File: config.mk
export PLATFORM = sky130hd
export DESIGN_NAME = fgs_epoch_ctrl
export DESIGN_NICKNAME = d
export VERILOG_FILES = /design/src/hdl/fgs_pkg.sv /design/src/hdl/fgs_epoch_ctrl.sv
export SDC_FILE = /design/constraint.sdc
export NUM_CORES = 1
export LEC_CHECK = 0
export BUFFER_PORTS_ARGS = -buffer_cell sky130_fd_sc_hd__buf_2
export CAP_MARGIN = 20
export CORE_MARGIN = 4
export CORE_UTILIZATION = 42
export CTS_BUF_LIST = sky130_fd_sc_hd__clkbuf_8 sky130_fd_sc_hd__clkbuf_16
export DETAILED_ROUTE_END_ITERATION = 16
export PLACE_DENSITY = 0.7
export SLEW_MARGIN = 20
export SYNTH_ARGS = -nofsm -noshare
export SYNTH_HDL_FRONTEND = slang
export SYNTH_SLANG_ARGS = --single-unit
File: constraint.sdc
create_clock -name clk_i -period 2.5 [get_ports clk_i]
set_input_delay 0.25 -clock clk_i [delete_from_list [all_inputs] [get_ports clk_i]]
set_output_delay 0.25 -clock clk_i [all_outputs]
set_load 0.05 [all_outputs]
File: src/hdl/fgs_pkg.sv
// Shared types, codes and helpers for the bit-parallel fault gate simulator.
// Depends on nothing; the top level, fgs_gate_unit and fgs_epoch_ctrl refer to it by scoped names.
package fgs_pkg;

  localparam int unsigned NET_COUNT_DEF    = 4096;
  localparam int unsigned PATTERN_BITS_DEF = 64;
  localparam int unsigned SRC_W            = 12;
  localparam int unsigned WORD_W           = 64;
  localparam int unsigned EPOCH_W          = 8;
  localparam int unsigned IDX_MAX_W        = 17;

  localparam int unsigned S_TDATA_W = 104;
  localparam int unsigned S_TUSER_W = 5;
  localparam int unsigned M_TDATA_W = 192;
  localparam int unsigned M_TUSER_W = 1;

  typedef enum logic [1:0] {
    CMD_CLEAR = 2'd0,
    CMD_SET   = 2'd1,
    CMD_EVAL  = 2'd2,
    CMD_READ  = 2'd3
  } cmd_e;

  typedef enum logic [2:0] {
    G_INV  = 3'd0,
    G_AND  = 3'd1,
    G_OR   = 3'd2,
    G_NAND = 3'd3,
    G_NOR  = 3'd4,
    G_XOR  = 3'd5,
    G_BUF  = 3'd6,
    G_XNOR = 3'd7
  } gate_e;

  typedef enum logic {
    ST_SWEEP = 1'b0,
    ST_RUN   = 1'b1
  } sweep_state_e;

  typedef struct packed {
    logic               sweeping;
    logic               last;
    logic [EPOCH_W-1:0] epoch;
  } epoch_stat_t;

  // Index wrap by a constant net count: restoring subtraction of n << j.
  function automatic logic [IDX_MAX_W-1:0] net_wrap(logic [SRC_W-1:0] raw,
                                                    int unsigned n);
    logic [31:0] r;
    logic [31:0] m;
    r = 32'(raw);
    for (int j = SRC_W - 1; j >= 0; j--) begin
      m = 32'(n) << j;
      if (r >= m) begin
        r = r - m;
      end
    end
    return r[IDX_MAX_W-1:0];
  endfunction

endpackage

File: src/hdl/fgs_epoch_ctrl.sv
// Written-flag epochs: a net is written when its stored tag equals the
// current epoch. Sweeps all tags to zero after reset and on epoch wrap.
// Depends on fgs_pkg.
module fgs_epoch_ctrl #(
  parameter int unsigned NET_COUNT = 4096
) (
  input  logic                         clk_i,
  input  logic                         rst_ni,
  input  logic                         clear_i,
  output fgs_pkg::epoch_stat_t         stat_o,
  output logic                         sweep_we_o,
  output logic [$clog2(NET_COUNT)-1:0] sweep_addr_o
);

  localparam int unsigned NET_W = $clog2(NET_COUNT);
  localparam logic [fgs_pkg::EPOCH_W-1:0] EPOCH_FIRST = fgs_pkg::EPOCH_W'(1);
  localparam logic [fgs_pkg::EPOCH_W-1:0] EPOCH_LAST  = '1;

  fgs_pkg::sweep_state_e        state_q, state_d;
  logic [NET_W-1:0]             cnt_q, cnt_d;
  logic [fgs_pkg::EPOCH_W-1:0]  epoch_q, epoch_d;
  logic                         sweep_done;

  assign sweep_done = (cnt_q == NET_W'(NET_COUNT - 1));

  always_comb begin
    state_d = state_q;
    cnt_d   = cnt_q;
    epoch_d = epoch_q;
    case (state_q)
      fgs_pkg::ST_SWEEP: begin
        cnt_d = cnt_q + NET_W'(1);
        if (sweep_done) begin
          state_d = fgs_pkg::ST_RUN;
        end
      end
      fgs_pkg::ST_RUN: begin
        if (clear_i) begin
          if (epoch_q == EPOCH_LAST) begin
            epoch_d = EPOCH_FIRST;
            cnt_d   = '0;
            state_d = fgs_pkg::ST_SWEEP;
          end else begin
            epoch_d = epoch_q + fgs_pkg::EPOCH_W'(1);
          end
        end
      end
      default: begin
        state_d = fgs_pkg::ST_SWEEP;
        cnt_d   = '0;
      end
    endcase
  end

  always_comb begin
    stat_o.sweeping = (state_q == fgs_pkg::ST_SWEEP);
    stat_o.last     = (epoch_q == EPOCH_LAST);
    stat_o.epoch    = epoch_q;
    sweep_we_o      = (state_q == fgs_pkg::ST_SWEEP);
    sweep_addr_o    = cnt_q;
  end

  always_ff @(posedge clk_i or negedge rst_ni) begin
    if (!rst_ni) begin
      state_q <= fgs_pkg::ST_SWEEP;
      cnt_q   <= '0;
      epoch_q <= EPOCH_FIRST;
    end else begin
      state_q <= state_d;
      cnt_q   <= cnt_d;
      epoch_q <= epoch_d;
    end
  end

endmodule
==> impl_metrics.ini, run 1 <==
[drt]
drc = 0
wl_um = 2250
vias_per_cell = 5.29
first_pass_iters = 4
wl_per_cell_um = 14.3
dr_total_vias = 831
ant_nets = 0
drt-initial-drc-count = 20

[power_and_ir_drop]
p_per_area_nw_per_um2 = 791
max-vdd-ir-drop_mv = 0.778
leakagePower_uw = 0.000593

[synthesis]
netlist_area_um2 = 1070
synth.distinct_cells = 31
synthTopCellsByArea = dfrtp_1 47%, xnor2_1 5.7%, nand2_1 4.2%
ys_seq_area_share_pct = 49.2
synth_edf_count = 0
synth.avg_cell_area_um2 = 10.7
yosysWarnings = 0
synth_top_area_cell = dfrtp_1
ys.flop_type = dfrtp_1
synth_common_cells = 20 x dfrtp_1, 12 x nand2_1, 7 x nor2_1, 7 x xnor2_1, 6 x nand3_1
async_flop_share_pct = 100
synth_fp_nets = 105
synth_cells = 100
ys_ff_latch = 21
yosysTopAreaCellShare_pct = 46.8
synth_most_common_cell = dfrtp_1

[global_route]
grt_pass1_vias = 795
grt_pass1_wl_um = 3750
grt_start_max_net_pins = 22
use_met3_pct = 4.61
grt_busiest_layer = met2
met1_usage_pct = 18.9
antenna_found_initial = 0
use_met2_pct = 23.8
grt.overflow.total = 0
track_usage_pct = 14.4

[timing]
max_freq_mhz = 494
worstMarginPinSlew_ns = 0.470
min_period_over_period_pct = 81.0
worst_slack_ns = 0.475
setup_viol = 0
final_hold_viol_count = 0
finalCriticalPeriod_ns = 2.03
setup_tns_ns = 0
final_max_slew_viol_count = 0
rsz0062_at_grt = false
timing.slew.headroom_pct = 68.7
clock_skew_ns = 0.00493

[setup_path]
crit_fanout = 8
crit_path_start_kind = flip-flop
worstSetupPathType = reg2out
worstPathArrival_ns = 1.78
crit_required_ns = 2.25
critical_path.endpoint_type = output port

[clock_tree]
path_clk_slew_ns = 0.07
cts_sinks = 21
htreeDepth = 1
numCtsBuffers = 3
cts_root_buf = clkbuf_8
clk_latency_ns = 0.26
clockBufferDepth = 2
cts_resized = 0
cts_tree = built

[run]
maxCapViolCount = 0

[layout]
syn_to_final_growth_pct = 18.7
nets = 133
n_antenna_cell = 0
drive_gt1_share_pct = 28.3

[run_status]
status = finished clean

[placement]
place_congestion = 0.839
post-place-ws_ns = 0.733
dp_hpwl_um = 1660
io_buffer_count = 25

[floorplanning]
fp.dieW_um = 58.5
row_count = 18
io_pins = 26
initial_core_util_pct = 43.6
fp.dieH_um = 58.5
core_um2 = 2450
dieArea_um2 = 3420

[worst_hold_path]
hp-class = in2reg
cell usage in the layout, fill, tap and decap left out, types with 2 or more instances in the layout:
cell type | Yosys | final
nand2_1 | 12 | 12
nor2_1 | 7 | 7
buf_2 | 2 | 25
and2_1 | 3 | 3
o21ai_1 | 2 | 2
xor2_1 | 5 | 5
and3_1 | 4 | 4
dfrtp_1 | 20 | 20
and4_1 | 3 | 3
mux2i_1 | 2 | 2
xnor2_1 | 7 | 7
and4b_1 | 2 | 2
o21ai_0 | 5 | 5
ha_1 | 2 | 2
nand4_1 | 3 | 3
clkbuf_8 | 0 | 3
nand3_1 | 6 | 6
inv_1 | 1 | 2
stage by stage:
step	hold slack (ns)	cell area, µm²	util, %	power, µW	std cells
floorplan	-0.0456	1070	-	712	100
global placement	0.224	1210	49.5	792	152
detailed placement	0.229	1210	49.5	798	152
CTS	0.410	1270	51.7	1020	157
global route	0.455	1270	51.7	1070	157
finish	0.402	1270	51.7	1000	157
worst max-delay path: stages, from the launching register on:
cell	delay (ns)
dfstp_2	0.57
ha_1	0.17
and3_1	0.32
and2_1	0.20
buf_2	0.26
routing by layer:
metal  part of all wire [%]  routed length, µm
met5                      0                  0
met4                   0.53                 12
met3                    5.8                130
met2                     47               1050
met1                     47               1050
final cells by class:
type	count	area (µm²)
Clock buffer	3	41.3
Multi-Input combinational cell	75	522
Inverter	1	3.75
Tap cell	30	37.5
Clock inverter	1	3.75
Timing Repair Buffer	26	135
Sequential cell	21	527
Fill cell	241	1180
timing repair:
item | in CTS | in global routing
endpoints found under the setup margin | 0 | 0
hold buffers | 1 | 0
endpoints found under the hold margin | 20 | 0
setup buffers | 0 | 0
registers in the layout (all words and copies together) (netlist names):
signal,count
epoch_q,8
state_q,1
sweep_addr_o,12
kinds of logic (layout without fill, tap and decap cells):
| logic type | after synthesis | count (layout) | synth area share, % |
|---|---|---|---|
| DFF | 21 | 21 | 49.2 |
| AOI/OAI and AO/OA | 13 | 13 | 8.77 |
| xor gates and xnor gates | 12 | 12 | 9.82 |
| muxes | 3 | 3 | 2.92 |
| and+or+nand+nor | 45 | 45 | 24.9 |
| buffers and inverters | 4 | 31 | 1.99 |
| adders and majority gates | 2 | 2 | 2.34 |
where the power goes:
part	leakage [µW]	switching, µW	internal [µW]
Sequential	0.000223	59.5	391
Combinational	0.000343	249	88.1
Clock	0.0000269	107	109
Total	0.000593	416	588
worst paths after layout:
kind	startpoint	endpoint	slack (ns)	cells after the start
min	clear_i	sweep_addr_o[8]	0.40	4
min in group asynchronous	rst_ni	sweep_addr_o[4]	0.47	2
max in group asynchronous	rst_ni	epoch_q[0]	1.68	2
max	epoch_q[0]	stat_o[8]	0.47	4
min reg2reg	sweep_addr_o[10]	sweep_addr_o[10]	0.50	1
max reg2reg	epoch_q[0]	sweep_addr_o[11]	0.92	5
(Power assumes the default switching activity.)
==> run 2: changes to the inputs <==
- PLACE_DENSITY: 0.7 -> 0.73
- clock period: 2.5 -> 1.85 ns (I/O delays scaled with it)
==> run 2 against run 1 <==
  * Global-route usage down 0.44 points
  * First-iteration DRC count decreased by 25%
  * Clock power is 35% higher
  * Sequential share of layout area fell by 0.32 points
  * Wire length shrank 1.3%
  * Clock skew rose by 0.0016 ns
  * Critical path type unchanged
  * Largest cell class unchanged
==> impl_metrics.ini, run 2 (synthesis gave the netlist of run 1 again) <==
[timing]
max_freq_mhz = 579
final_hold_viol_count = 0
clock_skew_ns = 0.00655
setup_viol = 0
min_period_over_period_pct = 93.4
rsz0062_at_grt = false
setup_tns_ns = 0
worstMarginPinSlew_ns = 0.470
finalCriticalPeriod_ns = 1.73
final_max_slew_viol_count = 0
timing.slew.headroom_pct = 68.7

[power_and_ir_drop]
power_frac_clock_pct = 21.4
p_int_uw = 803
power.switching_uw = 563
max-vdd-ir-drop_mv = 0.913
switching_share_pct = 41.2
p_comb_share_pct = 34.0
p_per_area_nw_per_um2 = 1070
p_seq_share_pct = 44.6
leakagePower_uw = 0.000597

[layout]
nets = 134
n_fill_cell = 239
drive_gt1_share_pct = 30.5
stdcell_count = 158
final_cell_mix = 25 x buf_2, 20 x dfrtp_1, 12 x nand2_1
n_antenna_cell = 0
syn_to_final_growth_pct = 19.6
largest_reg_flops = 12
final_common_cell = buf_2

[clock_tree]
clk_latency_ns = 0.26
cts_tree = built
cts_root_buf = clkbuf_8
clockBufferDepth = 2
htreeDepth = 1
post_cts_buffers = 0
cts_resized = 0
path_clk_slew_ns = 0.08
cts_sinks = 21
numCtsBuffers = 3

[placement]
placed_cells = 153
io_buffer_count = 25
dp_hpwl_um = 1660
place_congestion = 0.803

[setup_path]
crit_path_start_kind = flip-flop
crit_required_ns = 1.66
critical_path.endpoint_type = output port
worstSetupPathType = reg2out
crit_fanout = 5
worstPathArrival_ns = 1.54

[drt]
drt-met1-wl_um = 1060
wl_per_cell_um = 14.1
ant_nets = 0
highest_layer = met4
dr_total_vias = 834
drc = 0
vias_per_cell = 5.28
wl_met3_um = 119
first_pass_iters = 4
wl_um = 2220
drt-initial-drc-count = 15
met2_length_um = 1030

[floorplanning]
fp.dieW_um = 58.5
row_count = 18
fp.dieH_um = 58.5
initial_core_util_pct = 43.6
io_pins = 26
dieArea_um2 = 3420
core_um2 = 2450

[run_status]
status = finished clean

[global_route]
antenna_found_initial = 0
grt_pass1_wl_um = 3730
grt_pass1_vias = 839
track_usage_pct = 14.0
grt_start_max_net_pins = 22
grt.overflow.total = 0

[worst_hold_path]
hp-class = in2reg

[run]
maxCapViolCount = 0
run 2: cell types whose count changed in the layout (fill, tap and decap cells not counted):
cell / before / now
buf_4: 0 / 1
clkinv_2: 0 / 1
and2_2: 0 / 1
and2_1: 3 / 2
inv_1: 2 / 1
run 2: power groups by stage:
stage	Clock, µW	Combinational (µW)	Sequential (µW)
after global routing	327	493	625
after detailed placement	0	469	616
final	292	465	610
after global placement	0	461	615
after floorplan	0	124	839
after CTS	304	470	610
run 2: timing repair:
action                                  4_1_cts  5_1_grt
endpoints found under the hold margin        20        0
hold buffers                                  1        0
endpoints found under the setup margin        0        0
run 2: metrics by stage:
step	utilization, %	power [µW]	cell area, µm²	hold WS (ns)	worst slack (ns)
after floorplan	-	963	1070	-0.111	0.0435
after global placement	49.8	1080	1220	0.165	0.397
after detailed placement	49.8	1090	1220	0.165	0.357
after CTS	52.1	1390	1280	0.338	0.108
after global routing	52.1	1450	1280	0.371	0.0340
final	52.1	1370	1280	0.344	0.123
run 2: final cells by class:
type                    instances  area (µm²)  share of cell area [%]
clock buffers                   3        41.3                    3.23
clock inverters                 1        5.00                   0.391
inverters                       1        3.75                   0.293
multi-input cells              75         523                    40.9
flip-flops and latches         21         527                    41.2
well taps                      30        37.5                    2.93
repair buffers                 27         143                    11.1
run 2: critical path, cell delays in order, from the launching register on:
cell     delay (ns)
dfstp_2        0.57
ha_1           0.16
and3_1         0.16
and2_2         0.15
buf_2          0.26
run 2: layer usage:
metal	track usage, %	up-vias
li1	-	409
met1	17.3	397
met2	22.2	26
met3	3.73	2
met4	7.28	0
met5	0	-
run 2: final timing paths:
check,cells past startpoint,start,to,slack [ns]
min in group asynchronous,2,rst_ni,sweep_addr_o[3],0.42
setup / recovery,4,epoch_q[0],stat_o[8],0.12
setup reg to reg,5,epoch_q[0],state_q,0.36
max in group asynchronous,2,rst_ni,epoch_q[0],1.08
hold / removal,4,clear_i,sweep_addr_o[8],0.34
hold reg to reg,1,epoch_q[7],epoch_q[7],0.50
