## src/hdl/fgs_pkg.sv

```systemverilog
// Shared types, codes and helpers for the bit-parallel fault gate simulator.
// Depends on nothing; the top level, fgs_gate_unit and fgs_epoch_ctrl refer to it by scoped names.
package fgs_pkg;

  localparam int unsigned NET_COUNT_DEF    = 4096;
  localparam int unsigned PATTERN_BITS_DEF = 64;
  localparam int unsigned SRC_W            = 12;
  localparam int unsigned WORD_W           = 64;
  localparam int unsigned EPOCH_W          = 8;
  localparam int unsigned IDX_MAX_W        = 17;

  localparam int unsigned S_TDATA_W = 104;
  localparam int unsigned S_TUSER_W = 5;
  localparam int unsigned M_TDATA_W = 192;
  localparam int unsigned M_TUSER_W = 1;

  typedef enum logic [1:0] {
    CMD_CLEAR = 2'd0,
    CMD_SET   = 2'd1,
    CMD_EVAL  = 2'd2,
    CMD_READ  = 2'd3
  } cmd_e;

  typedef enum logic [2:0] {
    G_INV  = 3'd0,
    G_AND  = 3'd1,
    G_OR   = 3'd2,
    G_NAND = 3'd3,
    G_NOR  = 3'd4,
    G_XOR  = 3'd5,
    G_BUF  = 3'd6,
    G_XNOR = 3'd7
  } gate_e;

  typedef enum logic {
    ST_SWEEP = 1'b0,
    ST_RUN   = 1'b1
  } sweep_state_e;

  typedef struct packed {
    logic               sweeping;
    logic               last;
    logic [EPOCH_W-1:0] epoch;
  } epoch_stat_t;

  // Index wrap by a constant net count: restoring subtraction of n << j.
  function automatic logic [IDX_MAX_W-1:0] net_wrap(logic [SRC_W-1:0] raw,
                                                    int unsigned n);
    logic [31:0] r;
    logic [31:0] m;
    r = 32'(raw);
    for (int j = SRC_W - 1; j >= 0; j--) begin
      m = 32'(n) << j;
      if (r >= m) begin
        r = r - m;
      end
    end
    return r[IDX_MAX_W-1:0];
  endfunction

endpackage

```

## src/hdl/fgs_gate_unit.sv

```systemverilog
// Gate evaluator: applies one gate to the good and faulty operand words and
// injects the failure mask on the faulty output of every gate but BUF. Depends on fgs_pkg.
module fgs_gate_unit #(
  parameter int unsigned PATTERN_BITS = 64
) (
  input  fgs_pkg::gate_e          kind_i,
  input  logic [PATTERN_BITS-1:0] good_a_i,
  input  logic [PATTERN_BITS-1:0] good_b_i,
  input  logic [PATTERN_BITS-1:0] faulty_a_i,
  input  logic [PATTERN_BITS-1:0] faulty_b_i,
  input  logic [PATTERN_BITS-1:0] mask_i,
  output logic [PATTERN_BITS-1:0] good_o,
  output logic [PATTERN_BITS-1:0] faulty_o
);

  logic [PATTERN_BITS-1:0] faulty_raw;

  always_comb begin
    case (kind_i)
      fgs_pkg::G_INV: begin
        good_o     = ~good_a_i;
        faulty_raw = ~faulty_a_i;
      end
      fgs_pkg::G_AND: begin
        good_o     = good_a_i & good_b_i;
        faulty_raw = faulty_a_i & faulty_b_i;
      end
      fgs_pkg::G_OR: begin
        good_o     = good_a_i | good_b_i;
        faulty_raw = faulty_a_i | faulty_b_i;
      end
      fgs_pkg::G_NAND: begin
        good_o     = ~(good_a_i & good_b_i);
        faulty_raw = ~(faulty_a_i & faulty_b_i);
      end
      fgs_pkg::G_NOR: begin
        good_o     = ~(good_a_i | good_b_i);
        faulty_raw = ~(faulty_a_i | faulty_b_i);
      end
      fgs_pkg::G_XOR: begin
        good_o     = good_a_i ^ good_b_i;
        faulty_raw = faulty_a_i ^ faulty_b_i;
      end
      fgs_pkg::G_BUF: begin
        good_o     = good_a_i;
        faulty_raw = faulty_a_i;
      end
      default: begin
        good_o     = ~(good_a_i ^ good_b_i);
        faulty_raw = ~(faulty_a_i ^ faulty_b_i);
      end
    endcase
  end

  // BUF cells carry no failures
  assign faulty_o = (kind_i == fgs_pkg::G_BUF) ? faulty_raw : (faulty_raw ^ mask_i);

endmodule

```

## config.mk

```make
export PLATFORM = sky130hd
export DESIGN_NAME = fgs_gate_unit
export DESIGN_NICKNAME = d
export VERILOG_FILES = /design/src/hdl/fgs_pkg.sv /design/src/hdl/fgs_gate_unit.sv
export SDC_FILE = /design/constraint.sdc
export NUM_CORES = 1
export LEC_CHECK = 0
export BUFFER_PORTS_ARGS = -buffer_cell sky130_fd_sc_hd__clkbuf_2
export CAP_MARGIN = 10
export CORE_MARGIN = 2
export CORE_UTILIZATION = 45
export DETAILED_ROUTE_END_ITERATION = 12
export PLACE_DENSITY = 0.73
export SYNTH_ARGS = -nofsm -noshare
export SYNTH_HDL_FRONTEND = slang
export SYNTH_SLANG_ARGS = --single-unit
```

## constraint.sdc

```tcl
create_clock -name vclk -period 3.3
set_clock_uncertainty 0.05 [all_clocks]
set_input_delay 0.33 -clock vclk [all_inputs]
set_output_delay 0.33 -clock vclk [all_outputs]
set_load 0.02 [all_outputs]
```

==> results.py, run 1 <==
metrics = {
    "status": {
        "outcome": "completed",
    },
    "hold_path": {
        "worstHoldEndpoint": "faulty_o[16]",
        "min_path_cells": 4,
        "min_path_type": "input pin to output port",
        "hp-start": "mask_i[16]",
    },
    "routing": {
        "vias_per_cell": 5.64,
        "final_antenna_net_count": 0,
        "highest_layer": "met4",
        "routedWlPerCell_um": 16.8,
        "vias": 15600,
        "routed-wl-met3_mm": 4.01,
        "drc": 0,
        "wl_met2_mm": 21.9,
        "drt_wl_total_mm": 46.2,
        "met1_length_mm": 18.7,
        "drt-initial-drc-count": 978,
        "first_pass_iters": 5,
    },
    "timing": {
        "hold_viol_final": 0,
        "finalCriticalPeriod_ns": 3.00,
        "fin_tns_setup_ns": 0,
        "drv_slew": 0,
        "rsz0062_at_grt": "no",
        "setup_slack_ns": 0.298,
        "max_freq_mhz": 333,
        "setup_viol": 0,
        "worst_pin_slew_ns": 1.11,
        "slew_headroom": 0.263,
        "period_share": 0.910,
    },
    "synthesis": {
        "synth_seq_area_share": 0,
        "synth.largest_area_cell": "ha_1",
        "synth_fp_nets": 2622,
        "synthCells": 2043,
        "synth.area.top_cells": "ha_1 (24%), mux2i_1 (7.8%), nand2_1 (7.3%), inv_1 (7.1%), o21ai_0 (5.7%)",
        "ys_types": 49,
        "netlist.area_leader.share": 0.237,
        "ys_top_cells_by_count": "nand2_1 (261), inv_1 (257), ha_1 (256)",
        "syn_area_mm2": 0.0135,
        "yosys_warnings": 0,
        "yosysMostFrequentCell": "nand2_1",
        "avgSynthCellArea_um2": 6.61,
    },
    "setup_path": {
        "required_ns": 2.92,
        "crit_arrival_ns": 2.62,
        "cpMostUsedCell": "nand2_1",
        "crit_fanout": 76,
        "critPathLaunchType": "input pin",
        "criticalPathCategory": "input pin to output port",
        "crit_path_top_delay_cell": "buf_4",
        "end_kind": "output port",
        "path_buf_inv": 4,
        "critPathTopFamily": "buffers and inverters",
        "crit_chain": "buf_6, buf_4, nand2_1, nor2_4, buf_12, nand2_1, o21ai_1, xor2_1, clkbuf_2",
        "slowest_delay_ns": 0.51,
    },
    "pwr": {
        "ir_drop_uv": 111,
        "total_power_mw": 2.61,
        "leakage_nw": 8.90,
        "p_per_area_mw_per_mm2": 165,
    },
    "cts": {
        "cts_resized": 0,
        "cts_setup_buffers": 0,
        "cts_hold_buf": 0,
    },
    "floorplan": {
        "start_util": 0.457,
        "coreArea_mm2": 0.0296,
        "dieHeight_um": 177,
        "die_area_mm2": 0.0314,
        "num_rows": 63,
        "die_w_um": 177,
        "ios": 451,
    },
    "global_route": {
        "grt_first_pass_wirelength_mm": 72.4,
        "track_usage": 0.275,
        "grt_antenna_before_repair": 4,
        "grt_pass1_vias": 14800,
        "grt_max_degree": 124,
        "grt_overflow": 0,
    },
    "placed_design": {
        "numPortBuffers": 451,
        "dpl.hpwl_mm": 34.8,
        "placed_cells": 2752,
        "dp_slack_ns": 0.320,
        "gp_congestion": 0.929,
    },
    "layout": {
        "regArea_um2": 0,
        "final_cells": 2757,
        "clock_buffers": 0,
        "drive_gt1_frac": 0.220,
        "syn_to_final_growth_pct": 17.2,
        "num-nets-final": 2943,
        "nFlopsAndLatches": 0,
    },
    "run": {
        "drv_cap": 0,
    },
}
## through the flow
step / utilization / area [µm²] / hold slack (ns)
after floorplan: - / 13500 / 0.798
after global placement: 0.535 / 15800 / 0.952
after detailed placement: 0.535 / 15800 / 0.953
after CTS: 0.535 / 15800 / 0.954
after global routing: 0.536 / 15800 / 0.974
final: 0.536 / 15800 / 0.950
## layout make-up
class | count | area [µm²]
Antenna cell | 5 | 12.5
Multi-Input combinational cell | 1617 | 11700
Inverter | 259 | 981
Fill cell | 2916 | 13700
Timing Repair Buffer | 486 | 2630
Tap cell | 390 | 488
## cells in the final DEF (no fill, tap or decap), types with 6 or more instances in the layout
cell	n
and3_1	6
o211ai_1	62
nand2b_1	17
nor2_1	117
xor2_1	58
a211oi_1	16
o21ai_1	39
o22ai_1	54
clkbuf_2	448
buf_4	28
ha_1	256
o22a_1	6
buf_12	7
a32o_1	6
and2_1	47
mux2i_1	105
a221oi_1	6
a21oi_2	6
o32a_1	6
a21o_1	47
o221ai_1	11
o21ai_0	155
inv_1	256
a31oi_1	47
nor3_1	15
mux2_2	13
a22o_1	46
xnor2_1	46
a21oi_1	82
nand2_1	261
a22oi_1	30
o211a_1	22
## layer usage
layer	up-vias	track usage
met4	0	0.0984
met3	88	0.0380
met5	-	0
li1	7704	-
met1	7105	0.334
met2	659	0.493
## power by group
group	leakage [nW]	total (mW)	internal, mW	switching (mW)
clock	0.0000317	0.000000203	0.000000203	0
combinational	8.90	2.61	1.03	1.57
sequential	0	0	0	0
total	8.90	2.61	1.03	1.57
## worst max-delay path by stage
| stage | startpoint | end | slack, ns | cells past startpoint |
|---|---|---|---|---|
| 3_5_place_dp | kind_i[0] | faulty_o[58] | 0.32 | 9 |
| 3_3_place_gp | kind_i[0] | faulty_o[58] | 0.43 | 9 |
| 5_1_grt | kind_i[0] | faulty_o[58] | 0.17 | 9 |
| 2_1_floorplan | kind_i[0] | good_o[10] | 1.07 | 5 |
| 4_1_cts | kind_i[0] | faulty_o[58] | 0.31 | 9 |
| 6_report | kind_i[0] | faulty_o[58] | 0.30 | 9 |
## cell families (layout without fill, tap and decap cells)
family	Yosys count	after routing	synth area share
xor gates and xnor gates	104	104	0.0674
AOI/OAI and AO/OA	657	657	0.320
other	0	5	0
and+or+nand+nor	480	480	0.150
adders and majority gates	256	256	0.237
buffers and inverters	426	745	0.133
muxes	120	120	0.0920
Power figures use the tool's default switching activity.
==> run 2, diff against run 1 <==
--- a/config.mk
+++ b/config.mk
@@ -7,9 +7,11 @@
 export LEC_CHECK = 0
 export BUFFER_PORTS_ARGS = -buffer_cell sky130_fd_sc_hd__clkbuf_2
 export CAP_MARGIN = 10
+export CORE_ASPECT_RATIO = 0.75
 export CORE_MARGIN = 2
 export CORE_UTILIZATION = 45
 export DETAILED_ROUTE_END_ITERATION = 12
+export GPL_TIMING_DRIVEN = 0
 export PLACE_DENSITY = 0.73
 export SYNTH_ARGS = -nofsm -noshare
 export SYNTH_HDL_FRONTEND = slang
==> run 2 against run 1 <==
First-iteration DRC count up 62%. Via count up 8.8%. Final cell count up 4.8%. Count of clock-buffer cells in the layout unchanged. Total power up 5.1%.
==> results.py, run 2 (synthesis results as in run 1) <==
metrics = {
    "layout": {
        "clock_buffers": 0,
        "drive_gt1_frac": 0.234,
        "multi_input_area_mm2": 0.0117,
        "final_common_cell": "clkbuf_2",
        "regArea_um2": 0,
        "syn_to_final_growth_pct": 20.4,
        "design_area_mm2": 0.0163,
        "final_cell_mix": "clkbuf_2 (449), nand2_1 (261), inv_1 (257)",
        "num-nets-final": 3073,
        "num-fill-cells": 2920,
        "nFlopsAndLatches": 0,
        "final_cells": 2890,
    },
    "cts": {
        "cts_setup_buffers": 0,
        "cts_resized": 0,
        "cts_hold_buf": 0,
    },
    "global_route": {
        "grt_overflow": 0,
        "track_usage": 0.339,
        "grt_pass1_vias": 16000,
        "grt_first_pass_wirelength_mm": 85.9,
        "grt_max_degree": 11,
        "grt_antenna_before_repair": 6,
    },
    "status": {
        "outcome": "completed",
    },
    "pwr": {
        "p_seq_frac": 0,
        "p_per_area_mw_per_mm2": 169,
        "leakage_nw": 9.20,
        "switching_power_mw": 1.69,
        "power_frac_clock": 0,
        "combPwrFrac": 1.000,
        "intPower_mw": 1.05,
        "ir_drop_uv": 116,
        "switching_share": 0.616,
    },
    "timing": {
        "setup_slack_ns": 0.209,
        "drv_slew": 0,
        "period_share": 0.937,
        "hold_viol_final": 0,
        "timing.hold.ws_ns": 0.949,
        "max_freq_mhz": 323,
        "fin_tns_setup_ns": 0,
        "finalCriticalPeriod_ns": 3.09,
        "rsz0062_at_grt": "no",
        "worst_pin_slew_ns": 0.859,
        "setup_viol": 0,
        "slew_headroom": 0.427,
    },
    "routing": {
        "vias_per_cell": 5.85,
        "vias": 16900,
        "first_pass_iters": 6,
        "drt_wl_total_mm": 56.6,
        "final_antenna_net_count": 0,
        "routedWlPerCell_um": 19.6,
        "drt-initial-drc-count": 1585,
        "drc": 0,
    },
    "placed_design": {
        "gp_congestion": 0.926,
        "dp_slack_ns": 0.297,
        "dpl.hpwl_mm": 45.4,
        "numPortBuffers": 449,
        "place_area_mm2": 0.0162,
        "placed_cells": 2884,
    },
    "setup_path": {
        "crit_path_top_delay_cell": "clkbuf_1",
        "critPathTopFamily": "buffers and inverters",
        "end_kind": "output port",
        "crit_chain": "clkbuf_2, buf_4, buf_2, buf_2, clkbuf_1, nand2_1, o221a_2, a21oi_1, clkbuf_2",
        "critPathLaunchType": "input pin",
        "slowest_delay_ns": 0.49,
        "required_ns": 2.92,
        "path_buf_inv": 6,
        "crit_fanout": 10,
        "criticalPathCategory": "input pin to output port",
        "crit_arrival_ns": 2.71,
    },
    "run": {
        "drv_cap": 0,
    },
    "floorplan": {
        "ios": 451,
        "coreArea_mm2": 0.0293,
        "start_util": 0.461,
        "die_w_um": 204,
        "num_rows": 54,
        "dieHeight_um": 154,
        "die_area_mm2": 0.0314,
    },
    "hold_path": {
        "min_path_type": "input pin to output port",
    },
}
-- run 2: cell types whose count changed in the layout (fill, tap and decap cells not counted), moves of 2 or more --
cell | before | now
buf_6 | 2 | 5
buf_1 | 0 | 9
buf_2 | 0 | 88
buf_12 | 7 | 0
nor2_4 | 2 | 0
clkbuf_1 | 0 | 50
buf_4 | 28 | 15
inv_2 | 0 | 2
-- run 2: cell type report --
| cell class | count | area share |
|---|---|---|
| Antenna cell | 6 | 0.000923 |
| Buffer | 167 | 0.0511 |
| Inverter | 259 | 0.0598 |
| Multi-Input combinational cell | 1617 | 0.720 |
| Tap cell | 392 | 0.0302 |
| Timing Repair Buffer | 449 | 0.138 |
-- run 2: worst paths after layout --
| check | start | depth (start not counted) | slack, ns | endpoint |
|---|---|---|---|---|
| worst max-delay path | kind_i[0] | 9 | 0.21 | good_o[44] |
| worst min-delay path | mask_i[10] | 4 | 0.95 | faulty_o[10] |
-- run 2: per-stage QoR --
step / total power, mW / utilization
after CTS: 2.70 / 0.554
after detailed placement: 2.69 / 0.554
final: 2.74 / 0.555
after global routing: 2.98 / 0.555
after global placement: 2.62 / 0.554
after floorplan: 1.75 / -
-- run 2: routing by layer --
layer / up-vias / global-route usage / share of wire
li1: 7970 / - / -
met1: 7953 / 0.454 / 0.43
met2: 870 / 0.543 / 0.44
met3: 127 / 0.0555 / 0.095
met4: 0 / 0.126 / 0.035
met5: - / 0 / 0
-- run 2: power by group through the flow --
| stage | Clock, mW | Sequential (mW) | Combinational [mW] |
|---|---|---|---|
| after floorplan | 0 | 0 | 1.75 |
| after global placement | 0 | 0 | 2.62 |
| after detailed placement | 0 | 0 | 2.69 |
| after CTS | 0 | 0 | 2.70 |
| after global routing | 0.000000244 | 0 | 2.98 |
| final | 0.000000244 | 0 | 2.74 |
-- run 2: tightest hold or removal path, cell delays in order --
cell	delay [ns]
clkbuf_2	0.08
nand2_1	0.06
xor2_1	0.06
clkbuf_2	0.15
==> run 3, diff against run 2 <==
--- a/config.mk
+++ b/config.mk
@@ -7,7 +7,7 @@
 export LEC_CHECK = 0
 export BUFFER_PORTS_ARGS = -buffer_cell sky130_fd_sc_hd__clkbuf_2
 export CAP_MARGIN = 10
-export CORE_ASPECT_RATIO = 0.75
+export CORE_ASPECT_RATIO = 0.9
 export CORE_MARGIN = 2
 export CORE_UTILIZATION = 45
 export DETAILED_ROUTE_END_ITERATION = 12
==> run 3 against run 2 <==
Sequential cell count unchanged. Fmax increased by 2.2%. Highest routed layer is now met5. Critical path depth unchanged. Non-clock buffer count unchanged. Largest power group unchanged. Count of clock-buffer cells in the layout unchanged. Setup slack improved by 0.065 ns. Total power increased by 0.57%. Critical endpoint is now good_o[43]. Utilization decreased by 0.69 points. Global-route usage increased by 0.080 points. Die area about the same. Via count increased by 0.44%. Combinational power about the same.
==> results.py, run 3 (synthesis results as in run 1) <==
metrics = {
    "status": {
        "outcome": "completed",
    },
    "timing": {
        "setup_viol": 0,
        "worst_pin_slew_ns": 0.781,
        "fin_tns_setup_ns": 0,
        "rsz0062_at_grt": "no",
        "timing.hold.ws_ns": 0.953,
        "finalCriticalPeriod_ns": 3.03,
        "setup_slack_ns": 0.274,
        "slew_headroom": 0.479,
        "hold_viol_final": 0,
        "drv_slew": 0,
        "period_share": 0.917,
        "max_freq_mhz": 330,
    },
    "routing": {
        "first_pass_iters": 5,
        "vias": 17000,
        "drc": 0,
        "drt_wl_total_mm": 57.3,
        "vias_per_cell": 5.85,
        "drt-initial-drc-count": 1258,
        "final_antenna_net_count": 0,
        "routedWlPerCell_um": 19.7,
    },
    "floorplan": {
        "coreArea_mm2": 0.0297,
        "die_w_um": 187,
        "die_area_mm2": 0.0314,
        "num_rows": 60,
        "ios": 451,
        "dieHeight_um": 168,
        "start_util": 0.454,
    },
    "hold_path": {
        "hp-start": "mask_i[32]",
        "min_path_type": "input pin to output port",
        "min_path_cells": 4,
        "worstHoldEndpoint": "faulty_o[32]",
    },
    "placed_design": {
        "placed_cells": 2895,
        "gp_congestion": 0.938,
        "numPortBuffers": 449,
        "place_area_mm2": 0.0163,
        "dpl.hpwl_mm": 45.3,
        "dp_slack_ns": 0.228,
    },
    "pwr": {
        "leakage_nw": 9.20,
        "ir_drop_uv": 103,
        "p_per_area_mw_per_mm2": 169,
        "total_power_mw": 2.76,
    },
    "layout": {
        "final_cells": 2903,
        "syn_to_final_growth_pct": 20.5,
        "final_common_cell": "clkbuf_2",
        "design_area_mm2": 0.0163,
        "final_cell_mix": "clkbuf_2 (449), nand2_1 (261), inv_1 (257)",
        "drive_gt1_frac": 0.234,
        "regArea_um2": 0,
        "nFlopsAndLatches": 0,
        "num-nets-final": 3073,
        "utilization": 0.548,
        "clock_buffers": 0,
    },
    "setup_path": {
        "end_kind": "output port",
        "crit_path_top_delay_cell": "clkbuf_1",
        "slowest_delay_ns": 0.51,
        "crit_arrival_ns": 2.65,
        "crit_fanout": 10,
        "required_ns": 2.92,
        "criticalPathCategory": "input pin to output port",
        "crit_chain": "clkbuf_2, buf_4, inv_2, buf_6, buf_2, buf_2, clkbuf_1, o21ai_0, clkbuf_2",
        "critPathTopFamily": "buffers and inverters",
        "critPathLaunchType": "input pin",
        "path_buf_inv": 8,
    },
    "cts": {
        "cts_hold_buf": 0,
        "cts_resized": 0,
        "cts_setup_buffers": 0,
    },
    "global_route": {
        "grt_max_degree": 11,
        "track_usage": 0.339,
        "grt_overflow": 0,
        "grt_first_pass_wirelength_mm": 86.7,
        "grt_pass1_vias": 16300,
        "grt_antenna_before_repair": 9,
    },
    "run": {
        "drv_cap": 0,
    },
}
run 3: changes by cell type in the layout (fill, tap and decap cells not counted):
cell	delta
diode_2	+2
run 3: how the worst max path moves through the flow:
stage | startpoint | to | slack, ns | cells past startpoint
3_5_place_dp | kind_i[0] | good_o[39] | 0.23 | 9
2_1_floorplan | kind_i[0] | good_o[10] | 1.07 | 5
5_1_grt | kind_i[0] | good_o[44] | 0.20 | 9
3_3_place_gp | kind_i[0] | good_o[39] | 0.24 | 9
4_1_cts | kind_i[0] | good_o[39] | 0.23 | 9
6_report | kind_i[0] | good_o[43] | 0.27 | 9
run 3: layer usage:
layer / routed length, µm / vias up / track usage
met3: 5040 / 158 / 0.0446
met1: 22500 / 7918 / 0.411
li1: - / 7977 / -
met4: 2460 / 4 / 0.134
met2: 27200 / 937 / 0.607
met5: 29 / - / 0
run 3: area by class of cell:
class	instances	area [µm²]
Antenna cell	8	20.0
Buffer	167	831
Fill cell	3037	13400
Inverter	259	972
Multi-Input combinational cell	1617	11700
Tap cell	403	504
Timing Repair Buffer	449	2250
run 3: where the power goes:
group          internal (mW)  switching [mW]   total [mW]
combinational           1.05            1.70         2.76
sequential                 0               0            0
clock            0.000000325               0  0.000000325
